<file path="src/rtl/assert_macros.svh">
// ----------------------------------------------------------------------------
// assert_macros.svh
// Concurrent assertion helpers shared by the RTL.
// ----------------------------------------------------------------------------
`ifndef ASSERT_MACROS_SVH
`define ASSERT_MACROS_SVH

// Same-cycle implication, disabled during reset
`define ASSERT_SAME(lbl, clk, rst_n, ante, cons) \
    lbl: assert property (@(posedge clk) disable iff (!rst_n) (ante) |-> (cons)) \
        else $error("assertion failed");

// Next-cycle implication, disabled during reset
`define ASSERT_NEXT(lbl, clk, rst_n, ante, cons) \
    lbl: assert property (@(posedge clk) disable iff (!rst_n) (ante) |=> (cons)) \
        else $error("assertion failed");

`endif

</file>
<file path="src/rtl/tdpb_pkg.sv">
// ----------------------------------------------------------------------------
// tdpb_pkg
// Shared widths, reset values and codes for the tail-drop packet buffer.
// ----------------------------------------------------------------------------
package tdpb_pkg;

    localparam int TIME_W        = 40;
    localparam int ARR_W         = 32;
    localparam int PT_W          = 16;
    localparam int CAP_W         = 7;
    localparam int MAX_DEPTH_DEF = 64;

    localparam logic [CAP_W-1:0]  CAP_RESET = 7'd64;
    localparam logic [TIME_W-1:0] TIME_MAX  = {TIME_W{1'b1}};

    typedef enum logic
    {
        ALU_SUB,
        ALU_ADD
    } alu_op_t;

    typedef enum logic [1:0]
    {
        ST_IDLE,
        ST_EVAL,
        ST_POP,
        ST_DONE
    } state_t;

endpackage

</file>
<file path="src/rtl/tdpb_if.sv">
// ----------------------------------------------------------------------------
// tdpb_if
// Valid/ready channels for packets in and results out.
// ----------------------------------------------------------------------------
interface tdpb_pkt_if
    import tdpb_pkg::*;
();
    logic              valid;
    logic              ready;
    logic [ARR_W-1:0]  arr_stamp;
    logic [PT_W-1:0]   svc_len;

    modport source (output valid, output arr_stamp, output svc_len, input ready);
    modport sink   (input valid, input arr_stamp, input svc_len, output ready);
endinterface

interface tdpb_res_if
    import tdpb_pkg::*;
();
    logic              valid;
    logic              ready;
    logic              dropped;
    logic [TIME_W-1:0] start_stamp;

    modport source (output valid, output dropped, output start_stamp, input ready);
    modport sink   (input valid, input dropped, input start_stamp, output ready);
endinterface

</file>
<file path="src/rtl/tdpb_ring.sv">
// ----------------------------------------------------------------------------
// tdpb_ring
// Finish-time ring storage: one write port, one registered read port.
// ----------------------------------------------------------------------------
module tdpb_ring
    import tdpb_pkg::*;
#(
    parameter int DEPTH = MAX_DEPTH_DEF,
    parameter int IDX_W = 6
)
(
    input  logic              clk,
    input  logic              we,
    input  logic [IDX_W-1:0]  waddr,
    input  logic [TIME_W-1:0] wdata,
    input  logic              re,
    input  logic [IDX_W-1:0]  raddr,
    output logic [TIME_W-1:0] rdata
);

    logic [TIME_W-1:0] mem [DEPTH];
    logic [TIME_W-1:0] rdata_reg;

    always_ff @(posedge clk)
    begin
        if (we)
        begin
            mem[waddr] <= wdata;
        end
    end

    always_ff @(posedge clk)
    begin
        if (re)
        begin
            rdata_reg <= mem[raddr];
        end
    end

    assign rdata = rdata_reg;

endmodule

</file>
<file path="src/rtl/tdpb_alu.sv">
// ----------------------------------------------------------------------------
// tdpb_alu
// Shared 41-bit adder: compare (a <= b) by subtraction, or saturating add.
// ----------------------------------------------------------------------------
module tdpb_alu
    import tdpb_pkg::*;
(
    input  alu_op_t           op,
    input  logic [TIME_W-1:0] a,
    input  logic [TIME_W-1:0] b,
    output logic              le,
    output logic [TIME_W-1:0] sum_sat
);

    logic [TIME_W-1:0] a_opnd;
    logic [TIME_W:0]   total;

    // b - a = b + ~a + 1; carry out set means no borrow, i.e. a <= b
    assign a_opnd  = (op == ALU_SUB) ? ~a : a;
    assign total   = {1'b0, b} + {1'b0, a_opnd} + {{TIME_W{1'b0}}, (op == ALU_SUB)};
    assign le      = total[TIME_W];
    assign sum_sat = total[TIME_W] ? TIME_MAX : total[TIME_W-1:0];

endmodule

</file>
<file path="src/rtl/tail_drop_packet_buffer_unit.sv">
// Sequence: an input transfer moves IDLE to EVAL; a cleared ring goes on to DONE,
//   otherwise POP pops finished entries (one per cycle) before DONE, which registers
//   the result once the output is free. The single ring read port and the shared
//   adder set the pop rate. Not ready while busy.
// Reset: rst_n async low; ring empty, capacity 64, ring memory not cleared.
// ----------------------------------------------------------------------------
// tail_drop_packet_buffer_unit
// Single-server packet buffer with tail drop, run by a small sequencer.
// ----------------------------------------------------------------------------
`include "assert_macros.svh"

module tail_drop_packet_buffer_unit
    import tdpb_pkg::*;
#(
    parameter int MAX_DEPTH = MAX_DEPTH_DEF
)
(
    input  logic              clk,
    input  logic              rst_n,
    tdpb_pkt_if.sink          pkt_in,
    tdpb_res_if.source        res_out,
    input  logic              cfg_we,
    input  logic [CAP_W-1:0]  cfg_wdata
);

    localparam int IDX_W = (MAX_DEPTH > 1) ? $clog2(MAX_DEPTH) : 1;
    localparam int OCC_W = $clog2(MAX_DEPTH + 1);
    localparam int CMP_W = (OCC_W > CAP_W) ? OCC_W : CAP_W;
    localparam int SUM_W = ((OCC_W > IDX_W) ? OCC_W : IDX_W) + 1;

    state_t            state_reg, state_next;
    logic [ARR_W-1:0]  arr_reg;
    logic [PT_W-1:0]   pt_reg;
    logic [TIME_W-1:0] start_reg;
    logic [TIME_W-1:0] last_reg;
    logic [IDX_W-1:0]  head_reg;
    logic [OCC_W-1:0]  occ_reg;
    logic [CAP_W-1:0]  cap_reg;
    logic              out_valid_reg;
    logic              out_drop_reg;
    logic [TIME_W-1:0] out_start_reg;

    logic              accept;
    logic              out_free;
    logic              rd_en;
    logic [IDX_W-1:0]  rd_addr;
    logic [TIME_W-1:0] rd_data;
    alu_op_t           alu_op;
    logic [TIME_W-1:0] alu_a;
    logic [TIME_W-1:0] alu_b;
    logic              alu_le;
    logic [TIME_W-1:0] alu_sum;
    logic              clear;
    logic              pop;
    logic              finish;
    logic              push;
    logic              drop;
    logic [IDX_W-1:0]  head_inc;
    logic [SUM_W-1:0]  tail_sum;
    logic [IDX_W-1:0]  tail_idx;
    logic [CMP_W-1:0]  cap_ext;
    logic [CMP_W-1:0]  cap_eff;

    assign accept   = pkt_in.valid && pkt_in.ready;
    assign out_free = !out_valid_reg || res_out.ready;

    assign head_inc = (head_reg == IDX_W'(MAX_DEPTH - 1)) ? '0 : head_reg + 1'b1;

    // head + occ < 2 * depth, so one conditional subtract wraps it
    assign tail_sum = SUM_W'(head_reg) + SUM_W'(occ_reg);
    assign tail_idx = (tail_sum >= SUM_W'(MAX_DEPTH)) ?
                      IDX_W'(tail_sum - SUM_W'(MAX_DEPTH)) : IDX_W'(tail_sum);

    assign cap_ext = CMP_W'(cap_reg);
    assign cap_eff = (cap_ext > CMP_W'(MAX_DEPTH)) ? CMP_W'(MAX_DEPTH) : cap_ext;
    assign drop    = (CMP_W'(occ_reg) >= cap_eff);

    tdpb_ring #(
        .DEPTH (MAX_DEPTH),
        .IDX_W (IDX_W)
    ) u_ring (
        .clk   (clk),
        .we    (push),
        .waddr (tail_idx),
        .wdata (alu_sum),
        .re    (rd_en),
        .raddr (rd_addr),
        .rdata (rd_data)
    );

    tdpb_alu u_alu (
        .op      (alu_op),
        .a       (alu_a),
        .b       (alu_b),
        .le      (alu_le),
        .sum_sat (alu_sum)
    );

    // Next state
    always_comb
    begin
        state_next = state_reg;
        unique case (state_reg)
            ST_IDLE:
            begin
                if (pkt_in.valid)
                begin
                    state_next = ST_EVAL;
                end
            end
            ST_EVAL:
            begin
                state_next = clear ? ST_DONE : ST_POP;
            end
            ST_POP:
            begin
                if (!pop)
                begin
                    state_next = ST_DONE;
                end
            end
            ST_DONE:
            begin
                if (out_free)
                begin
                    state_next = ST_IDLE;
                end
            end
            default:
            begin
                state_next = ST_IDLE;
            end
        endcase
    end

    // Sequencer outputs: shared adder operands, ring read, update strobes
    always_comb
    begin
        pkt_in.ready = 1'b0;
        rd_en        = 1'b0;
        rd_addr      = head_reg;
        alu_op       = ALU_SUB;
        alu_a        = last_reg;
        alu_b        = TIME_W'(arr_reg);
        clear        = 1'b0;
        pop          = 1'b0;
        finish       = 1'b0;
        push         = 1'b0;
        unique case (state_reg)
            ST_IDLE:
            begin
                pkt_in.ready = 1'b1;
                rd_en        = pkt_in.valid;
            end
            ST_EVAL:
            begin
                clear = (occ_reg == '0) || alu_le;
            end
            ST_POP:
            begin
                alu_a   = rd_data;
                pop     = (occ_reg != '0) && alu_le;
                rd_en   = pop;
                rd_addr = head_inc;
            end
            ST_DONE:
            begin
                alu_op = ALU_ADD;
                alu_a  = start_reg;
                alu_b  = TIME_W'(pt_reg);
                finish = out_free;
                push   = out_free && !drop;
            end
            default:
            begin
                pkt_in.ready = 1'b0;
            end
        endcase
    end

    always_ff @(posedge clk or negedge rst_n)
    begin
        if (!rst_n)
        begin
            state_reg     <= ST_IDLE;
            head_reg      <= '0;
            occ_reg       <= '0;
            last_reg      <= '0;
            cap_reg       <= CAP_RESET;
            out_valid_reg <= 1'b0;
        end
        else
        begin
            state_reg <= state_next;
            if (cfg_we)
            begin
                cap_reg <= cfg_wdata;
            end
            if (clear)
            begin
                head_reg <= '0;
                occ_reg  <= '0;
            end
            else if (pop)
            begin
                head_reg <= head_inc;
                occ_reg  <= occ_reg - 1'b1;
            end
            else if (push)
            begin
                occ_reg  <= occ_reg + 1'b1;
                last_reg <= alu_sum;
            end
            if (finish)
            begin
                out_valid_reg <= 1'b1;
            end
            else if (res_out.ready)
            begin
                out_valid_reg <= 1'b0;
            end
        end
    end

    // Payload registers
    always_ff @(posedge clk)
    begin
        if (accept)
        begin
            arr_reg <= pkt_in.arr_stamp;
            pt_reg  <= pkt_in.svc_len;
        end
        if (state_reg == ST_EVAL)
        begin
            start_reg <= clear ? TIME_W'(arr_reg) : last_reg;
        end
        if (finish)
        begin
            out_drop_reg  <= drop;
            out_start_reg <= start_reg;
        end
    end

    assign res_out.valid       = out_valid_reg;
    assign res_out.dropped     = out_drop_reg;
    assign res_out.start_stamp = out_start_reg;

    `ASSERT_SAME(a_occ_bound, clk, rst_n, 1'b1, occ_reg <= OCC_W'(MAX_DEPTH))
    `ASSERT_SAME(a_push_room, clk, rst_n, push, CMP_W'(occ_reg) < cap_eff)
    `ASSERT_NEXT(a_pop_dec, clk, rst_n, pop, occ_reg == $past(occ_reg) - 1'b1)
    `ASSERT_NEXT(a_accept_eval, clk, rst_n, accept, state_reg == ST_EVAL)

endmodule
</file>
<file path="src/flat_wrapper.sv">
// flat-port wrapper written by rule: the top's interface ports become plain ports
module tail_drop_packet_buffer_unit_flat import tdpb_pkg::*;
#(
    parameter int MAX_DEPTH = MAX_DEPTH_DEF
)
  (clk, rst_n, cfg_we, cfg_wdata, pkt_in_valid, pkt_in_arr_stamp, pkt_in_svc_len, pkt_in_ready, res_out_valid, res_out_dropped, res_out_start_stamp, res_out_ready);
  tdpb_pkt_if pkt_in_i ();
  tdpb_res_if res_out_i ();
  input  logic clk;
  input  logic rst_n;
  input  logic cfg_we;
  input  logic [CAP_W-1:0] cfg_wdata;
  input wire logic [$bits(pkt_in_i.valid)-1:0] pkt_in_valid;
  input wire logic [$bits(pkt_in_i.arr_stamp)-1:0] pkt_in_arr_stamp;
  input wire logic [$bits(pkt_in_i.svc_len)-1:0] pkt_in_svc_len;
  output wire logic [$bits(pkt_in_i.ready)-1:0] pkt_in_ready;
  output wire logic [$bits(res_out_i.valid)-1:0] res_out_valid;
  output wire logic [$bits(res_out_i.dropped)-1:0] res_out_dropped;
  output wire logic [$bits(res_out_i.start_stamp)-1:0] res_out_start_stamp;
  input wire logic [$bits(res_out_i.ready)-1:0] res_out_ready;
  assign pkt_in_i.valid = pkt_in_valid;
  assign pkt_in_i.arr_stamp = pkt_in_arr_stamp;
  assign pkt_in_i.svc_len = pkt_in_svc_len;
  assign pkt_in_ready = pkt_in_i.ready;
  assign res_out_valid = res_out_i.valid;
  assign res_out_dropped = res_out_i.dropped;
  assign res_out_start_stamp = res_out_i.start_stamp;
  assign res_out_i.ready = res_out_ready;
  tail_drop_packet_buffer_unit #(.MAX_DEPTH(MAX_DEPTH)) u_core (.clk(clk), .rst_n(rst_n), .pkt_in(pkt_in_i), .res_out(res_out_i), .cfg_we(cfg_we), .cfg_wdata(cfg_wdata));
endmodule
</file>
<file path="config.mk">
export PLATFORM = sky130hd
export DESIGN_NAME = tail_drop_packet_buffer_unit_flat
export DESIGN_NICKNAME = d
export VERILOG_FILES = /design/src/rtl/tdpb_pkg.sv /design/src/rtl/tdpb_if.sv /design/src/rtl/tdpb_ring.sv /design/src/rtl/tdpb_alu.sv /design/src/rtl/tail_drop_packet_buffer_unit.sv /design/src/flat_wrapper.sv
export VERILOG_INCLUDE_DIRS = /design/src /design/src/rtl
export SDC_FILE = /design/constraint.sdc
export NUM_CORES = 2
export LEC_CHECK = 0
export ABC_AREA = 1
export BUFFER_PORTS_ARGS = -buffer_cell sky130_fd_sc_hd__buf_2
export CAP_MARGIN = 15
export CELL_PAD_IN_SITES_DETAIL_PLACEMENT = 1
export CELL_PAD_IN_SITES_GLOBAL_PLACEMENT = 1
export CORE_MARGIN = 10
export CORE_UTILIZATION = 40
export CTS_BUF_LIST = sky130_fd_sc_hd__clkbuf_16
export DETAILED_ROUTE_END_ITERATION = 12
export HOLD_SLACK_MARGIN = 0.08
export PLACE_DENSITY_LB_ADDON = 0.1
export SETUP_SLACK_MARGIN = 0.15
export SYNTH_ARGS = -nofsm -noshare
export SYNTH_HDL_FRONTEND = slang
export SYNTH_SLANG_ARGS = --single-unit
export TNS_END_PERCENT = 20
</file>
<file path="constraint.sdc">
create_clock -name clk -period 12.6 [get_ports clk]
set_input_delay 0 -clock clk [delete_from_list [all_inputs] [get_ports clk]]
set_output_delay 0 -clock clk [all_outputs]
set_load 0.05 [all_outputs]
</file>
==> impl_summary.log <==
INFO  metric run_status = completed
INFO  metric first_pass_grt_wire_length = 596,800 um
INFO  metric post_layout_min_period = 6.308 ns
INFO  metric critical_path_endpoint_category = flop
INFO  metric fp-row-count = 202
INFO  metric min_period_over_period = 50.06%
INFO  metric avgViaCountPerCell = 5.358
INFO  metric grt_util_met3 = 3.319%
INFO  metric dr_total_vias = 85,120
INFO  metric grtUsageTotal = 24.38%
INFO  metric synth_fa_ha_area_share = 0.5945%
INFO  metric synth_top_family_by_area = simple AND/OR/NAND/NOR gates
INFO  metric global_route.overflow_total = 0
INFO  metric fmax = 158.5 MHz
INFO  metric finalSetupViolations = 0
INFO  metric rsz0062_at_grt = no
INFO  metric slew-limit-headroom = 18.31%
INFO  metric synth_top_cells_by_area = sky130_fd_sc_hd__edfxtp_1, sky130_fd_sc_hd__nand2_1, sky130_fd_sc_hd__nand3_1
INFO  metric syn-cell-area = 121,600 um^2
INFO  metric finalWirelength = 407,700 um
INFO  metric final_design_instance_area_without_fill = 137,400 um^2
INFO  metric cell_accounting_for_the_most_synthesized_area = sky130_fd_sc_hd__edfxtp_1
INFO  metric root_buffer = sky130_fd_sc_hd__clkbuf_16
INFO  metric worst_ep_required_time = 13.44 ns
INFO  metric top_level_ports = 103
INFO  metric drc = 0
INFO  metric max_cap_violations = 0
INFO  metric routedWlPerCell = 25.66 um
INFO  metric number_of_max_slew_violations_in_the_final_report = 0
INFO  metric fill_cells = 32,600
INFO  metric drt-initial-drc-count = 7,610
INFO  metric cts.sinks = 2,792
INFO  metric dr_pass1_iterations = 6
INFO  metric groute.layer.met1.usage = 34.72%
INFO  metric vdd_ir_drop_max = 0.0006636 V
INFO  metric postSynthCellCount = 11,530
INFO  metric postRouteAntennaNets = 0
INFO  metric syn-num-nets = 11,640
INFO  metric synth.area.mux_share = 0.02777%
INFO  metric coreArea = 302,800 um^2
INFO  metric area_fraction_in_and_or_nand_and_nor_cells_after_synthesis = 20.71%
INFO  metric place.port_buffers = 102
INFO  metric die_area = 326,600 um^2
INFO  metric post_route_cells_drive_above_1_share = 7.396%
INFO  metric leakagePower = 0.05590 uW
INFO  metric grt_start_max_net_pins = 183
INFO  metric cts_repair_resize_count = 0
INFO  metric worst_slew_pin_slew = 1.225 ns
INFO  metric post_dp_cell_area = 126,300 um^2
INFO  metric synth.distinct_cells = 41
INFO  metric power-per-cell-area = 320.3 nW/um^2
INFO  metric start_util = 40.18%
INFO  metric largest_register_ffs = 2,560
INFO  metric cts_max_level = 5
INFO  metric part_of_the_yosys_area_used_for_sequential_elements = 68.66%
INFO  metric cp_data_arrival_time = 7.15 ns
INFO  metric grt_util_met2 = 39.48%
INFO  metric global_route.peak_usage_layer = met2
INFO  metric worst_path_class_setup = reg2reg
INFO  metric clock_path_buffers = 4
INFO  metric synth_top_area_share = 67.36%
INFO  metric globalplace.congestion = 0.8734
INFO  metric synthFlopType = sky130_fd_sc_hd__edfxtp_1
INFO  metric dp_hpwl = 216,900 um
INFO  metric flow.area_growth_from_synthesis = 12.98%
INFO  metric compound_gate_portion_of_the_synthesized_area = 2.105%
INFO  metric finalNetCount = 11,770
INFO  metric holdCritPathClass = in2async
INFO  metric registers.top_by_ff_count = u_core.u_ring.mem
INFO  metric ys.warnings.count = 0
INFO  metric share_of_the_synthesized_netlist_area_taken_by_xor_and_xnor_gates = 0.2592%
INFO  metric antenna_found_initial = 27
INFO  metric yosys_register_bits = 2,792
INFO  metric first_global_vias = 87,460
INFO  metric cts.clk_slew.worst_paths = 0.06 ns
INFO  metric asyncSetResetFlopFracSynth = 2.256%
INFO  metric die_height = 571.5 um
INFO  metric synth-edff-count = 2,729
INFO  metric dieWidth = 571.5 um
INFO  metric syn-mean-instance-area = 10.55 um^2
INFO  metric critical_path.max_fanout = 73
INFO  metric finalHoldViolations = 0
INFO  metric finalSetupTns = 0 ns
INFO  metric clk_latency = 0.92 ns
INFO  metric timing.clock.skew = 0.05110 ns
INFO  metric cts_tree = built
INFO  metric cp-start-kind = flop
INFO  metric cts_inserted_buffers = 314
-- layout make-up --
type                       count  area [um^2]  share of cell area, %
sequential                  2792        83530                  60.77
clock buffer                 324         8108                  5.899
timing repair buffer         417         3581                  2.605
clock inverter               233         1521                  1.107
antenna                        8        20.02                0.01457
inverter                    1632         6157                  4.480
multi-input combinational   6501        29550                  21.50
tap                         3978         4977                  3.621
-- through the flow --
step	hold slack [ns]	cells	util, %	setup WS, ns	total power (uW)
finish	0.2000	15890	45.39	6.292	44030
CTS	0.08765	15870	45.33	6.184	44120
global placement	0.1792	15180	41.72	6.351	34790
global route	0.1759	15880	45.39	5.636	46330
detailed placement	0.1790	15180	41.72	6.214	35290
floorplan	-0.2956	11530	-	7.236	27890
-- per-layer routing --
layer,vias to the layer above,wire (um)
li1,38440,-
met1,43860,185300
met2,2252,188200
met3,561,23370
met4,6,10750
met5,-,66
-- final timing paths --
path / depth (start not counted) / endpoint / startpoint / slack (ns)
setup / recovery: 23 / u_core.last_reg[18] / u_core.state_reg[0] / 6.29
hold / removal: 3 / u_core.cap_ext[6] / rst_n / 0.20
setup reg to reg: 23 / u_core.last_reg[18] / u_core.state_reg[0] / 6.29
hold reg to reg: 0 / u_core.res_out.start_stamp[38] / u_core.start_reg[38] / 0.46
max in group asynchronous: 4 / u_core.last_reg[14] / rst_n / 12.00
min in group clk: 4 / u_core.arr_reg[0] / pkt_in_valid / 0.26
-- Yosys cell counts (2+ instances only) --
library cell               number
sky130_fd_sc_hd__a21o_1         3
sky130_fd_sc_hd__a21oi_1       55
sky130_fd_sc_hd__a31oi_1        3
sky130_fd_sc_hd__buf_1         30
sky130_fd_sc_hd__buf_2        296
sky130_fd_sc_hd__buf_4        128
sky130_fd_sc_hd__buf_6          9
sky130_fd_sc_hd__clkbuf_1     138
sky130_fd_sc_hd__clkinv_1       2
sky130_fd_sc_hd__dfrtp_1       62
sky130_fd_sc_hd__edfxtp_1    2729
sky130_fd_sc_hd__fa_1           3
sky130_fd_sc_hd__ha_1          53
sky130_fd_sc_hd__inv_1       1623
sky130_fd_sc_hd__inv_2          7
sky130_fd_sc_hd__mux2_2         3
sky130_fd_sc_hd__nand2_1     3739
sky130_fd_sc_hd__nand2_2        7
sky130_fd_sc_hd__nand2_4        2
sky130_fd_sc_hd__nand3_1     1949
sky130_fd_sc_hd__nand3_4        2
sky130_fd_sc_hd__nand3b_1      41
sky130_fd_sc_hd__nand4_1        7
sky130_fd_sc_hd__nor2_1       160
sky130_fd_sc_hd__nor2_2         2
sky130_fd_sc_hd__nor3_1         8
sky130_fd_sc_hd__nor4_1         2
sky130_fd_sc_hd__o211ai_1     110
sky130_fd_sc_hd__o21a_1         8
sky130_fd_sc_hd__o21ai_0      237
sky130_fd_sc_hd__o21ai_1        9
sky130_fd_sc_hd__o21ai_2        3
sky130_fd_sc_hd__o21bai_1       9
sky130_fd_sc_hd__o22ai_1        3
sky130_fd_sc_hd__or2_2         44
sky130_fd_sc_hd__xnor2_1       19
sky130_fd_sc_hd__xor2_1        17
-- critical path, cell delays in order (launching register included) --
cell and delay (ns):
sky130_fd_sc_hd__dfrtp_1 0.42, sky130_fd_sc_hd__inv_1 0.09, sky130_fd_sc_hd__ha_2 0.19, sky130_fd_sc_hd__buf_4 0.35, sky130_fd_sc_hd__nor2_4 0.90, sky130_fd_sc_hd__nand2_1 0.10, sky130_fd_sc_hd__o211ai_1 0.12, sky130_fd_sc_hd__o21ai_0 0.12
sky130_fd_sc_hd__ha_1 0.38, sky130_fd_sc_hd__a21oi_1 0.22, sky130_fd_sc_hd__inv_1 0.09, sky130_fd_sc_hd__a21oi_1 0.12, sky130_fd_sc_hd__nand2_1 0.14, sky130_fd_sc_hd__nand2_1 0.11, sky130_fd_sc_hd__nand2_2 0.09, sky130_fd_sc_hd__nand2_1 0.09
sky130_fd_sc_hd__nand2_2 0.15, sky130_fd_sc_hd__nand2_2 0.12, sky130_fd_sc_hd__nand2_2 0.06, sky130_fd_sc_hd__nand2_4 0.55, sky130_fd_sc_hd__nand3_4 0.65, sky130_fd_sc_hd__inv_2 0.85, sky130_fd_sc_hd__nand2_1 0.12, sky130_fd_sc_hd__nand2_1 0.11
-- kinds of logic (layout without fill, tap and decap cells) --
family	Yosys count	in the layout
compound gates	442	442
xor+xnor	36	36
fa+ha+maj	56	56
buf+inv	2233	2606
flops	2792	2792
mux	3	3
other cells	0	8
simple gates	5964	5964
-- placed cells by master (no fill, tap or decap), types with 13 or more instances in the layout --
cell type	synthesis	layout
sky130_fd_sc_hd__a21oi_1	55	55
sky130_fd_sc_hd__buf_12	0	29
sky130_fd_sc_hd__buf_2	296	101
sky130_fd_sc_hd__buf_4	128	158
sky130_fd_sc_hd__bufinv_16	0	16
sky130_fd_sc_hd__clkbuf_16	0	324
sky130_fd_sc_hd__clkinv_1	2	74
sky130_fd_sc_hd__clkinv_2	0	46
sky130_fd_sc_hd__dfrtp_1	62	62
sky130_fd_sc_hd__dlygate4sd3_1	0	128
sky130_fd_sc_hd__edfxtp_1	2729	2729
sky130_fd_sc_hd__ha_1	53	50
sky130_fd_sc_hd__inv_1	1623	1702
sky130_fd_sc_hd__nand2_1	3739	3711
sky130_fd_sc_hd__nand2_2	7	31
sky130_fd_sc_hd__nand3_1	1949	1936
sky130_fd_sc_hd__nand3_2	0	13
sky130_fd_sc_hd__nand3b_1	41	41
sky130_fd_sc_hd__nor2_1	160	95
sky130_fd_sc_hd__nor2_4	0	66
sky130_fd_sc_hd__o211ai_1	110	110
sky130_fd_sc_hd__o21ai_0	237	235
sky130_fd_sc_hd__or2_2	44	44
sky130_fd_sc_hd__xnor2_1	19	19
sky130_fd_sc_hd__xor2_1	17	17
-- where the power goes --
part	total, uW	switching (uW)	internal [uW]
Clock	8770	3800	4970
Sequential	18300	334	18000
Combinational	17000	13900	3010
Total	44000	18100	25900
-- what timing repair did --
item | in CTS | in global routing
hold buffers | 129 | 0
setup buffers | 0 | 0
endpoints found under the hold margin | 182 | 0
No activity file was read; power rests on OpenSTA's default activity.
